`src/rtl/rv64_pkg.sv`:
```
// shared types, opcodes and helpers for the rv64im alu
package rv64_pkg;

  localparam int DataWidth = 64;
  localparam int LatWidth = 6;

  typedef enum logic [4:0] {
    OP_NOP = 5'd0, OP_ADD = 5'd1, OP_MUL = 5'd2, OP_SUB = 5'd3, OP_SLL = 5'd4,
    OP_MULH = 5'd5, OP_MULHSU = 5'd6, OP_MULHU = 5'd7, OP_SLT = 5'd8, OP_SLTU = 5'd9,
    OP_XOR = 5'd10, OP_DIV = 5'd11, OP_DIVU = 5'd12, OP_SRL = 5'd13, OP_SRA = 5'd14,
    OP_OR = 5'd15, OP_REM = 5'd16, OP_REMU = 5'd17, OP_AND = 5'd18, OP_ADDW = 5'd19,
    OP_SUBW = 5'd20, OP_SLLW = 5'd21, OP_SRLW = 5'd22, OP_SRAW = 5'd23, OP_MULW = 5'd24,
    OP_DIVW = 5'd25, OP_REMW = 5'd26, OP_REMUW = 5'd27
  } op_t;

  localparam logic [1:0] RegMulLat = 2'd0;
  localparam logic [1:0] RegDivLat = 2'd1;
  localparam logic [1:0] RegRemLat = 2'd2;

  localparam logic [LatWidth-1:0] MulLatReset = 6'd2;
  localparam logic [LatWidth-1:0] DivLatReset = 6'd40;
  localparam logic [LatWidth-1:0] RemLatReset = 6'd40;

  typedef struct packed {
    logic [4:0]          cmd;
    logic [63:0]         operand_a;
    logic [63:0]         operand_b;
    logic [63:0]         passthrough_value;
    logic [LatWidth-1:0] latency_in;
  } in_item_t;

  typedef struct packed {
    logic [63:0]         result;
    logic [LatWidth-1:0] latency_out;
  } out_item_t;

  // unit classes
  typedef enum logic [1:0] {
    CLS_SIMPLE = 2'd0, CLS_MUL = 2'd1, CLS_DIV = 2'd2
  } cls_t;

  // classified item between front and back
  typedef struct packed {
    logic [4:0]          cmd;
    cls_t                cls;
    logic [63:0]         operand_a;
    logic [63:0]         operand_b;
    logic [63:0]         passthrough_value;
    logic [LatWidth-1:0] latency;
  } work_t;

  function automatic logic [63:0] sext32(input logic [31:0] x);
    sext32 = {{32{x[31]}}, x};
  endfunction

endpackage

```
`src/rtl/rv64_fifo.sv`:
```
// two-entry queue between front and back
module rv64_fifo (
  input  logic            clk,
  input  logic            rst,
  input  logic            push,
  input  rv64_pkg::work_t push_data,
  output logic            full,
  input  logic            pop,
  output logic            empty,
  output rv64_pkg::work_t pop_data
);
  import rv64_pkg::*;

  work_t      mem [2];
  logic       wptr, rptr;
  logic [1:0] count;

  assign full = (count == 2'd2);
  assign empty = (count == 2'd0);
  assign pop_data = mem[rptr];

  always_ff @(posedge clk) begin
    if (push) mem[wptr] <= push_data;
  end

  always_ff @(posedge clk) begin
    if (rst) begin
      wptr <= 1'b0;
      rptr <= 1'b0;
      count <= 2'd0;
    end else begin
      if (push) wptr <= ~wptr;
      if (pop) rptr <= ~rptr;
      count <= count + 2'(push) - 2'(pop);
    end
  end
endmodule

```
`config.mk`:
```
export PLATFORM = sky130hd
export DESIGN_NAME = rv64_fifo
export DESIGN_NICKNAME = d
export VERILOG_FILES = /design/src/rtl/rv64_pkg.sv /design/src/rtl/rv64_fifo.sv
export SDC_FILE = /design/constraint.sdc
export NUM_CORES = 1
export LEC_CHECK = 0
export ABC_CLOCK_PERIOD_IN_PS = 13450
export BUFFER_PORTS_ARGS = -buffer_cell sky130_fd_sc_hd__clkbuf_2
export CAP_MARGIN = 20
export CORE_MARGIN = 2
export CORE_UTILIZATION = 25
export DETAILED_ROUTE_END_ITERATION = 8
export GPL_TIMING_DRIVEN = 0
export PLACE_DENSITY = 0.48
export SLEW_MARGIN = 10
export SYNTH_ARGS = -nofsm -noshare
export SYNTH_HDL_FRONTEND = slang
export SYNTH_SLANG_ARGS = --single-unit
```
`constraint.sdc`:
```
create_clock -name clk -period 13.45 [get_ports clk]
set_clock_uncertainty 0.2 [all_clocks]
set_input_delay 1.345 -clock clk [delete_from_list [all_inputs] [get_ports clk]]
set_output_delay 1.345 -clock clk [all_outputs]
set_load 0.05 [all_outputs]
```
==> run metrics <==
outcome=completed; initial antenna violation count=3; GR Util met3=3.892%; first-iteration detailed-routing DRC count=270; Total Power=0.003399 W; Final Hold Viols=0; Die Ht=254.0 um; YS warnings=0; worst hold path class=reg -> reg; Net Switching=0.0009357 W; IO buf count=415; Clock Tree Root=clkbuf_16; CTS tree=done; vias per cell=3.895; Final period util=27.61%; Starting Density=25.32%; Pint=0.002464 W; Seq/Total Area, Yosys=79.42%; Inserted Clock Buffers=48; fin. max-slew vios=0; CP required=11.90 ns; Die Wd=254.0 um; Synth Instances=659; Combinational Power Share=17.5%; peak supply drop=0.09582 mV; Worst Hold Launch=rptr$_SDFFE_PP0P_; detailed placer's ending HPWL=25200 um; core area=61710 um2; worst hold path depth=2; clock network fraction of design power=37.5%; gr ovfl total=0; routed len/inst=17.88 um; vias in the first global route=8155; Synth top cells by count=410 x edfxtp_1, 150 x mux2_4, 55 x mux2_2, 18 x buf_6; postcts setup bufs=0; Setup TNS Final=0 ns; DIE AREA=64530 um2; Yosys top cell area share=78.78%; slew margin rel.=69.50%; DRC violations left=0; Final min period=3.714 ns; crit-path max FO=10; Clock Sinks=415; Async S/R FF share, synth=0%; setup violators final=0; share of layout cells above drive strength 1=62.10%; CP Capture Type=primary output; Placed Area=19070 um2; Ports=416; Slew @ Worst Pin=0.4565 ns; Routed Antenna Nets=0; switch share=27.53%; crit path DAT=2.17 ns; synth unique cells=13; hold_buf cts=0; # rows=91; top-count cell post-synth=edfxtp_1; CP Launch Type=flip-flop; maxcap violations=0; Reg2Reg Launch Point=wptr$_SDFFE_PP0P_; register bit total from synthesis=415; htree depth=2; Hold WS=0.3179 ns; multi-input gate area in the final layout=2990 um2; FF-to-FF path depth=6; met2 GRT Util=18.93%; DP Worst Slack=9.831 ns; Final Worst Setup Slack=9.736 ns; Primary FF master, synth=edfxtp_1; largest net degree at the start of global routing=52; clock latency on the worst-skew pair=0.57 ns; synthesized net count=870; layer with the highest usage=met2; power density cells=164.9 nW/um2; Mean Syn Cell Area=23.71 um2; register area=12410 um2; Max clock buf depth=3; Syn-to-layout area delta=31.87%; cts repair resizes=0; gr usage total=10.72%; Detailed Route WL=35980 um; Cell Area, Synth=15630 um2; Layout fillers=6035; synth top area cells=edfxtp_1 79%, mux2_4 14%, mux2_2 4.0%; Final Net Count=1348; design area=20610 um2; Fmax=0.2692 GHz; Leak Pwr=8.025 nW; worst setup path class=reg -> out; RSZ-0062 raised after global routing=false; global routing usage on met1=11.93%; largest area contributor in the netlist=edfxtp_1; Vias=7837; first-pass iteration count of the detailed router=4; global-route wire length before repair=51430 um; Worst-path clk slew=0.06 ns; Seq pwr share=44.9%; Post-synth EDFFs=410; GP Congestion=0.6926
critical path: stages, from the launching register on:
cell      delay, ns
dfxtp_1        0.32
buf_6          0.15
buf_6          0.23
buf_6          0.28
mux2_4         0.32
clkbuf_2       0.27
per-layer routing:
metal / wire, um / vias up
li1: - / 3605
met1: 13440 / 3939
met5: 13 / -
met2: 18880 / 231
met4: 867 / 2
met3: 2774 / 60
per-stage QoR:
stage / instances / utilization, %
2_1_floorplan: 659 / -
3_3_place_gp: 1911 / 30.39
3_5_place_dp: 1924 / 30.90
4_1_cts: 2011 / 33.39
5_1_grt: 2011 / 33.39
6_report: 2012 / 33.39
logic make-up after synthesis:
family | after synthesis | synth area share [%]
flops | 415 | 79.42
mux | 205 | 18.37
buf+inv | 25 | 1.505
simple gates | 9 | 0.2803
xor+xnor | 3 | 0.2562
fa+ha+maj | 2 | 0.1601
placed cells by master, fill, tap and decap left out, drive strengths merged:
cell,netlist,final
and2,1,1
buf,23,36
bufinv,0,5
clkbuf,0,473
clkinv,0,18
clkinvlp,0,4
dfxtp,5,5
diode,0,1
edfxtp,410,410
ha,2,2
inv,2,4
mux2,205,205
nor2,5,5
nor2b,3,3
xnor2,2,2
xnor3,1,1
path summary, 6_finish.rpt:
| kind | slack (ns) | endpoint |
|---|---|---|
| worst max register to register | 11.03 | mem[0][55]$_DFFE_PP_ |
| worst min-delay path | 0.32 | flip-flop |
| worst min register to register | 0.32 | flip-flop |
| worst max-delay path | 9.74 | pop_data[111] |
power groups by stage:
stage          clock, W  sequential, W  combinational (W)
3_5_place_dp          0        0.00156           0.000607
3_3_place_gp          0        0.00159           0.000587
2_1_floorplan         0        0.00157           0.000440
5_1_grt         0.00138        0.00153           0.000626
6_report        0.00128        0.00153           0.000596
4_1_cts         0.00133        0.00153           0.000608
registers in the layout, summed over array words and instances (netlist names), named ones only:
register  count
mem         410
count         2
wptr          1
rptr          1
cell type report:
class                      count  area share (%)
multi-input combinational    219           14.51
sequential                   415           60.23
clock inverter                29           1.354
tap                          837           5.082
clock buffer                  58           6.114
antenna                        1         0.01214
inverter                       2         0.03643
buffer                        23           1.105
timing repair buffer         428           11.56
Power figures use the tool's default switching activity.
