===== config.mk =====
export PLATFORM = sky130hd
export DESIGN_NAME = rv64_front
export DESIGN_NICKNAME = d
export VERILOG_FILES = /design/src/rtl/rv64_pkg.sv /design/src/rtl/rv64_front.sv
export SDC_FILE = /design/constraint.sdc
export NUM_CORES = 1
export LEC_CHECK = 0
export BUFFER_PORTS_ARGS = -buffer_cell sky130_fd_sc_hd__buf_2
export CAP_MARGIN = 15
export CORE_AREA = 2 2 167 169
export DETAILED_ROUTE_END_ITERATION = 16
export DIE_AREA = 0 0 169 171
export GPL_ROUTABILITY_DRIVEN = 0
export PLACE_DENSITY_LB_ADDON = 0.25
export SYNTH_ARGS = -nofsm -noshare
export SYNTH_HDL_FRONTEND = slang
export SYNTH_SLANG_ARGS = --single-unit
export TNS_END_PERCENT = 30

===== constraint.sdc =====
create_clock -name clk -period 6.23 [get_ports clk]
set_input_delay 1.246 -clock clk [delete_from_list [all_inputs] [get_ports clk]]
set_output_delay 1.246 -clock clk [all_outputs]
set_load 0.01 [all_outputs]

===== src/rtl/rv64_pkg.sv =====
// shared types, opcodes and helpers for the rv64im alu
package rv64_pkg;

  localparam int DataWidth = 64;
  localparam int LatWidth = 6;

  typedef enum logic [4:0] {
    OP_NOP = 5'd0, OP_ADD = 5'd1, OP_MUL = 5'd2, OP_SUB = 5'd3, OP_SLL = 5'd4,
    OP_MULH = 5'd5, OP_MULHSU = 5'd6, OP_MULHU = 5'd7, OP_SLT = 5'd8, OP_SLTU = 5'd9,
    OP_XOR = 5'd10, OP_DIV = 5'd11, OP_DIVU = 5'd12, OP_SRL = 5'd13, OP_SRA = 5'd14,
    OP_OR = 5'd15, OP_REM = 5'd16, OP_REMU = 5'd17, OP_AND = 5'd18, OP_ADDW = 5'd19,
    OP_SUBW = 5'd20, OP_SLLW = 5'd21, OP_SRLW = 5'd22, OP_SRAW = 5'd23, OP_MULW = 5'd24,
    OP_DIVW = 5'd25, OP_REMW = 5'd26, OP_REMUW = 5'd27
  } op_t;

  localparam logic [1:0] RegMulLat = 2'd0;
  localparam logic [1:0] RegDivLat = 2'd1;
  localparam logic [1:0] RegRemLat = 2'd2;

  localparam logic [LatWidth-1:0] MulLatReset = 6'd2;
  localparam logic [LatWidth-1:0] DivLatReset = 6'd40;
  localparam logic [LatWidth-1:0] RemLatReset = 6'd40;

  typedef struct packed {
    logic [4:0]          cmd;
    logic [63:0]         operand_a;
    logic [63:0]         operand_b;
    logic [63:0]         passthrough_value;
    logic [LatWidth-1:0] latency_in;
  } in_item_t;

  typedef struct packed {
    logic [63:0]         result;
    logic [LatWidth-1:0] latency_out;
  } out_item_t;

  // unit classes
  typedef enum logic [1:0] {
    CLS_SIMPLE = 2'd0, CLS_MUL = 2'd1, CLS_DIV = 2'd2
  } cls_t;

  // classified item between front and back
  typedef struct packed {
    logic [4:0]          cmd;
    cls_t                cls;
    logic [63:0]         operand_a;
    logic [63:0]         operand_b;
    logic [63:0]         passthrough_value;
    logic [LatWidth-1:0] latency;
  } work_t;

  function automatic logic [63:0] sext32(input logic [31:0] x);
    sext32 = {{32{x[31]}}, x};
  endfunction

endpackage


===== src/rtl/rv64_front.sv =====
// front: classifies items and resolves the modelled latency
module rv64_front (
  input  logic               clk,
  input  logic               rst,
  input  logic               take,
  input  rv64_pkg::in_item_t item,
  input  logic [5:0]         mul_latency,
  input  logic [5:0]         div_latency,
  input  logic [5:0]         rem_latency,
  output rv64_pkg::work_t    work
);
  import rv64_pkg::*;

  logic        prev_was_mul, prev_was_div, prev_div_unsigned;
  logic [63:0] prev_operand_a, prev_operand_b;
  logic        is_mul, is_div, is_rem, rem_u, known, is_divu_next;
  logic        same, fused;
  cls_t        cls;

  always_comb begin
    is_mul = 1'b0;
    is_div = 1'b0;
    is_rem = 1'b0;
    rem_u = 1'b0;
    known = 1'b1;
    is_divu_next = prev_div_unsigned;
    cls = CLS_SIMPLE;
    case (item.cmd)
      OP_MUL, OP_MULH, OP_MULHSU, OP_MULHU: begin
        is_mul = 1'b1;
        cls = CLS_MUL;
      end
      OP_MULW: cls = CLS_MUL;
      OP_DIV, OP_DIVW: begin
        is_div = 1'b1;
        is_divu_next = 1'b0;
        cls = CLS_DIV;
      end
      OP_DIVU: begin
        is_div = 1'b1;
        is_divu_next = 1'b1;
        cls = CLS_DIV;
      end
      OP_REM, OP_REMW: begin
        is_rem = 1'b1;
        cls = CLS_DIV;
      end
      OP_REMU, OP_REMUW: begin
        is_rem = 1'b1;
        rem_u = 1'b1;
        cls = CLS_DIV;
      end
      default: known = (item.cmd <= 5'(OP_REMUW));
    endcase
  end

  assign same = (item.operand_a == prev_operand_a) && (item.operand_b == prev_operand_b);
  assign fused = prev_was_div && same && (prev_div_unsigned == rem_u);

  always_comb begin
    work.cmd = item.cmd;
    work.cls = cls;
    work.operand_a = item.operand_a;
    work.operand_b = item.operand_b;
    work.passthrough_value = item.passthrough_value;
    if (is_mul) begin
      if (prev_was_mul) work.latency = (mul_latency == '0) ? '0 : mul_latency - 6'd1;
      else work.latency = mul_latency;
    end else if (is_div) begin
      work.latency = div_latency;
    end else if (is_rem) begin
      work.latency = fused ? '0 : rem_latency;
    end else begin
      work.latency = item.latency_in;
    end
  end

  // history advances when the item is accepted
  always_ff @(posedge clk) begin
    if (rst) begin
      prev_was_mul <= 1'b0;
      prev_was_div <= 1'b0;
      prev_div_unsigned <= 1'b0;
      prev_operand_a <= '0;
      prev_operand_b <= '0;
    end else if (take) begin
      if (known) begin
        prev_was_mul <= is_mul;
        prev_was_div <= is_div;
      end
      prev_div_unsigned <= is_divu_next;
      prev_operand_a <= item.operand_a;
      prev_operand_b <= item.operand_b;
    end
  end
endmodule


==> run_results.csv <==
group,metric,value,unit
status,run_status,"finished clean",
setup_path,critical_path_class,"in2out",
global_routing,grt_first_pass_wirelength,36500,um
synthesis,yosys.area_share.xor_xnor,0.0669,
die,die_w,169,um
synthesis,ys_top_cells_by_area,"dfxtp_1 31%, buf_4 18%, mux2i_1 15%",
die,start_util,0.307,
clock_tree,cts_buffers,17,
synthesis,syn_nets,1184,
timing,drv_slew,0,
timing,fin_crit_sh,0.790,
layout,syn_to_final_growth,11.1,%
synthesis,synth_largest_area_cell,"dfxtp_1",
synthesis,seq_area_frac_synth,0.313,
die,die_height,171,um
timing,hold_ws,0.479,ns
die,die-area,28900,um^2
clock_tree,cts_hold_buffers,0,
die,ios,429,
synthesis,muxShareOfSynthArea,0.154,
synthesis,synth_enable_flop_cells,0,
hold_path,hold_path.class,"reg2reg",
clock_tree,clockBufferDepth,2,
global_routing,antenna_found_initial,2,
synthesis,synth_ff_type,"dfxtp_1",
die,rows,61,
synthesis,synth_most_common_cell,"buf_4",
setup_path,required,4.98,ns
pwr,power.total,2.33,mW
setup_path,cp_max_fo,6,
clock_tree,cts.sink_count,131,
route,vias,6414,
place,placed_area,8720,um^2
hold_path,holdPathEnd,"prev_was_div",
global_routing,first_global_vias,5889,
setup_path,path_cells,"buf_2, xnor2_1, nand4_1, nor4_1, nand4_1, o31ai_1, nand3_1, buf_2",
timing,hold_viol_final,0,
clock_tree,clk_pin_slew,0.06,ns
synthesis,synth_commonest_cells,"197 x buf_4, 133 x nor2_1, 131 x dfxtp_1",
clock_tree,htreeDepth,4,
synthesis,yosysUniqueCellTypes,54,
route,first_iter_violations,253,
timing,skew,0,ns
synthesis,async_flop_share,0,
layout,post-route-cell-area,9300,um^2
timing,setup_viol_count_final,0,
timing,fin_crit,4.92,ns
hold_path,hp-start,"prev_was_div",
timing,setup_tns,0,ns
setup_path,rr_endpoint,"prev_was_mul",
setup_path,rrSetupSlack,5.48,ns
synthesis,synth_fa_ha_area_frac,0.00418,
timing,rsz0062_at_grt,"no",
clock_tree,clk_latency,0.41,ns
setup_path,cp-end-kind,"output port",
synthesis,ys_warn_count,0,
layout,diodes,0,
pwr,ir_drop,0.170,mV
global_routing,track_usage,0.173,
layout,drive_gt1_frac,0.333,
setup_path,crit_slowest_cell,"nor4_1",
place,port_buffers,300,
setup_path,critical-path-top-delay-family,"simple AND/OR/NAND/NOR gates",
layout,num-nets-final,1273,
synthesis,syn_area,8380,um^2
global_routing,grt_max_degree,71,
setup_path,cp_num_buf_inv,2,
synthesis,synth_top_family_by_area,"buffers and inverters",
clock_tree,cts_tree,"yes",
route,drc,0,
synthesis,synthCells,958,
hold_path,min_path_cells,2,
setup_path,crit_arrival,3.68,ns
setup_path,cp_slowest_stage_delay,0.60,ns
flow_run,cap_violations,0,
clock_tree,cts_resized,0,
place,place.detailed.hpwl,20400,um
synthesis,synth_top_cell_area_share,0.313,
setup_path,reg2regPathDepth,2,
route,routed_wirelength,25800,um
synthesis,synth_compound_area_frac,0.0786,
route,drt_pre_antenna_iters,4,
clock_tree,cts-root-buf,"clkbuf_16",
layout,final.fill_count,2897,
pwr,power.density,250,nW/um^2
timing,max_slew.worst_pin.slew,0.838,ns
synthesis,synth-seq-cells,131,
synthesis,yosys.area_share.simple,0.169,
route,avgViaCountPerCell,4.56,
timing,fmax,0.203,GHz
timing,max_slew_margin,0.436,
die,design.core.area,27300,um^2
route,ant_nets,0,
clock_tree,postCtsSetupRepairBufs,0,
setup_path,startpoint_type,"input pin",
synthesis,syn_area_per_cell,8.74,um^2
pwr,leakage,4.39,nW
route,wl_per_cell,18.4,um
global_routing,gr-total-overflow,0,
setup_path,reg2reg_from,"prev_was_mul",
==> final cells by class <==
class	count	area [um^2]	area share
Tap cell	346	433	0.0465
Clock buffer	19	453	0.0487
Multi-Input combinational cell	551	3960	0.426
Inverter	43	161	0.0174
Sequential cell	131	2620	0.282
Timing Repair Buffer	303	1550	0.166
Clock inverter	13	124	0.0133
==> how the worst max path moves through the flow <==
stage               cells after the start       from      end  slack, ns
finish                                  8  item[111]  work[2]       1.31
global route                            8  item[111]  work[4]       1.08
CTS                                     8  item[111]  work[2]       1.27
detailed placement                      8  item[111]  work[4]       1.29
global placement                        8  item[111]  work[1]       1.33
floorplan                               7  item[199]  work[1]       2.45
==> stage by stage <==
step / setup slack [ns] / instances / util
6_report: 1.31 / 1406 / 0.340
5_1_grt: 1.08 / 1406 / 0.340
4_1_cts: 1.27 / 1406 / 0.340
3_5_place_dp: 1.29 / 1374 / 0.319
3_3_place_gp: 1.33 / 1374 / 0.319
2_1_floorplan: 2.45 / 958 / -
==> routing by layer <==
| layer | vias up | routed length (um) | global-route usage |
|---|---|---|---|
| met2 | 222 | 12600 | 0.302 |
| li1 | 3216 | - | - |
| met1 | 2932 | 11000 | 0.206 |
| met3 | 40 | 1630 | 0.0428 |
| met5 | - | 27 | 0 |
| met4 | 4 | 558 | 0.0606 |
==> sequential cells by signal, indices dropped and copies added (netlist names) <==
name               flops
prev_div_unsigned      1
prev_operand_a        64
prev_operand_b        64
prev_was_div           1
prev_was_mul           1
==> cells in the final DEF (no fill, tap or decap), types with 3 or more instances in the layout <==
| master | instances |
|---|---|
| nand2b_1 | 27 |
| clkbuf_8 | 3 |
| a22o_1 | 4 |
| nor3_1 | 6 |
| nand2_1 | 7 |
| dfxtp_1 | 131 |
| xor2_1 | 6 |
| nor2b_1 | 28 |
| mux2i_1 | 129 |
| buf_4 | 3 |
| o22ai_1 | 12 |
| a21oi_1 | 5 |
| o31ai_1 | 6 |
| clkinv_4 | 4 |
| a21o_1 | 6 |
| nor4_1 | 12 |
| xnor2_1 | 58 |
| inv_6 | 3 |
| a221oi_1 | 5 |
| o2bb2ai_1 | 3 |
| inv_1 | 40 |
| and2b_2 | 9 |
| o2111ai_1 | 9 |
| clkinvlp_4 | 3 |
| o21ai_0 | 9 |
| buf_2 | 298 |
| and2_1 | 6 |
| nand3_1 | 9 |
| and2b_1 | 5 |
| clkbuf_16 | 17 |
| nand4_1 | 16 |
| nor2_1 | 133 |
| a2111o_1 | 14 |
==> worst reg2reg max path, stage by stage (launching register included) <==
cell     delay (ns)
dfxtp_1        0.38
a22oi_1        0.18
nor2_1         0.06
==> power breakdown <==
| part | total (mW) | switching [mW] | internal (mW) | leakage, nW |
|---|---|---|---|---|
| logic | 0.421 | 0.228 | 0.193 | 3.03 |
| clock network | 0.985 | 0.410 | 0.575 | 0.276 |
| registers | 0.920 | 0.0325 | 0.888 | 1.08 |
==> cells by family after synthesis <==
group	Yosys count
buffers and inverters	276
muxes	129
and+or+nand+nor	272
xor gates and xnor gates	64
adders and majority gates	3
AOI/OAI and AO/OA	83
DFF	131
Note: power is estimated with default switching activity, not from simulation.
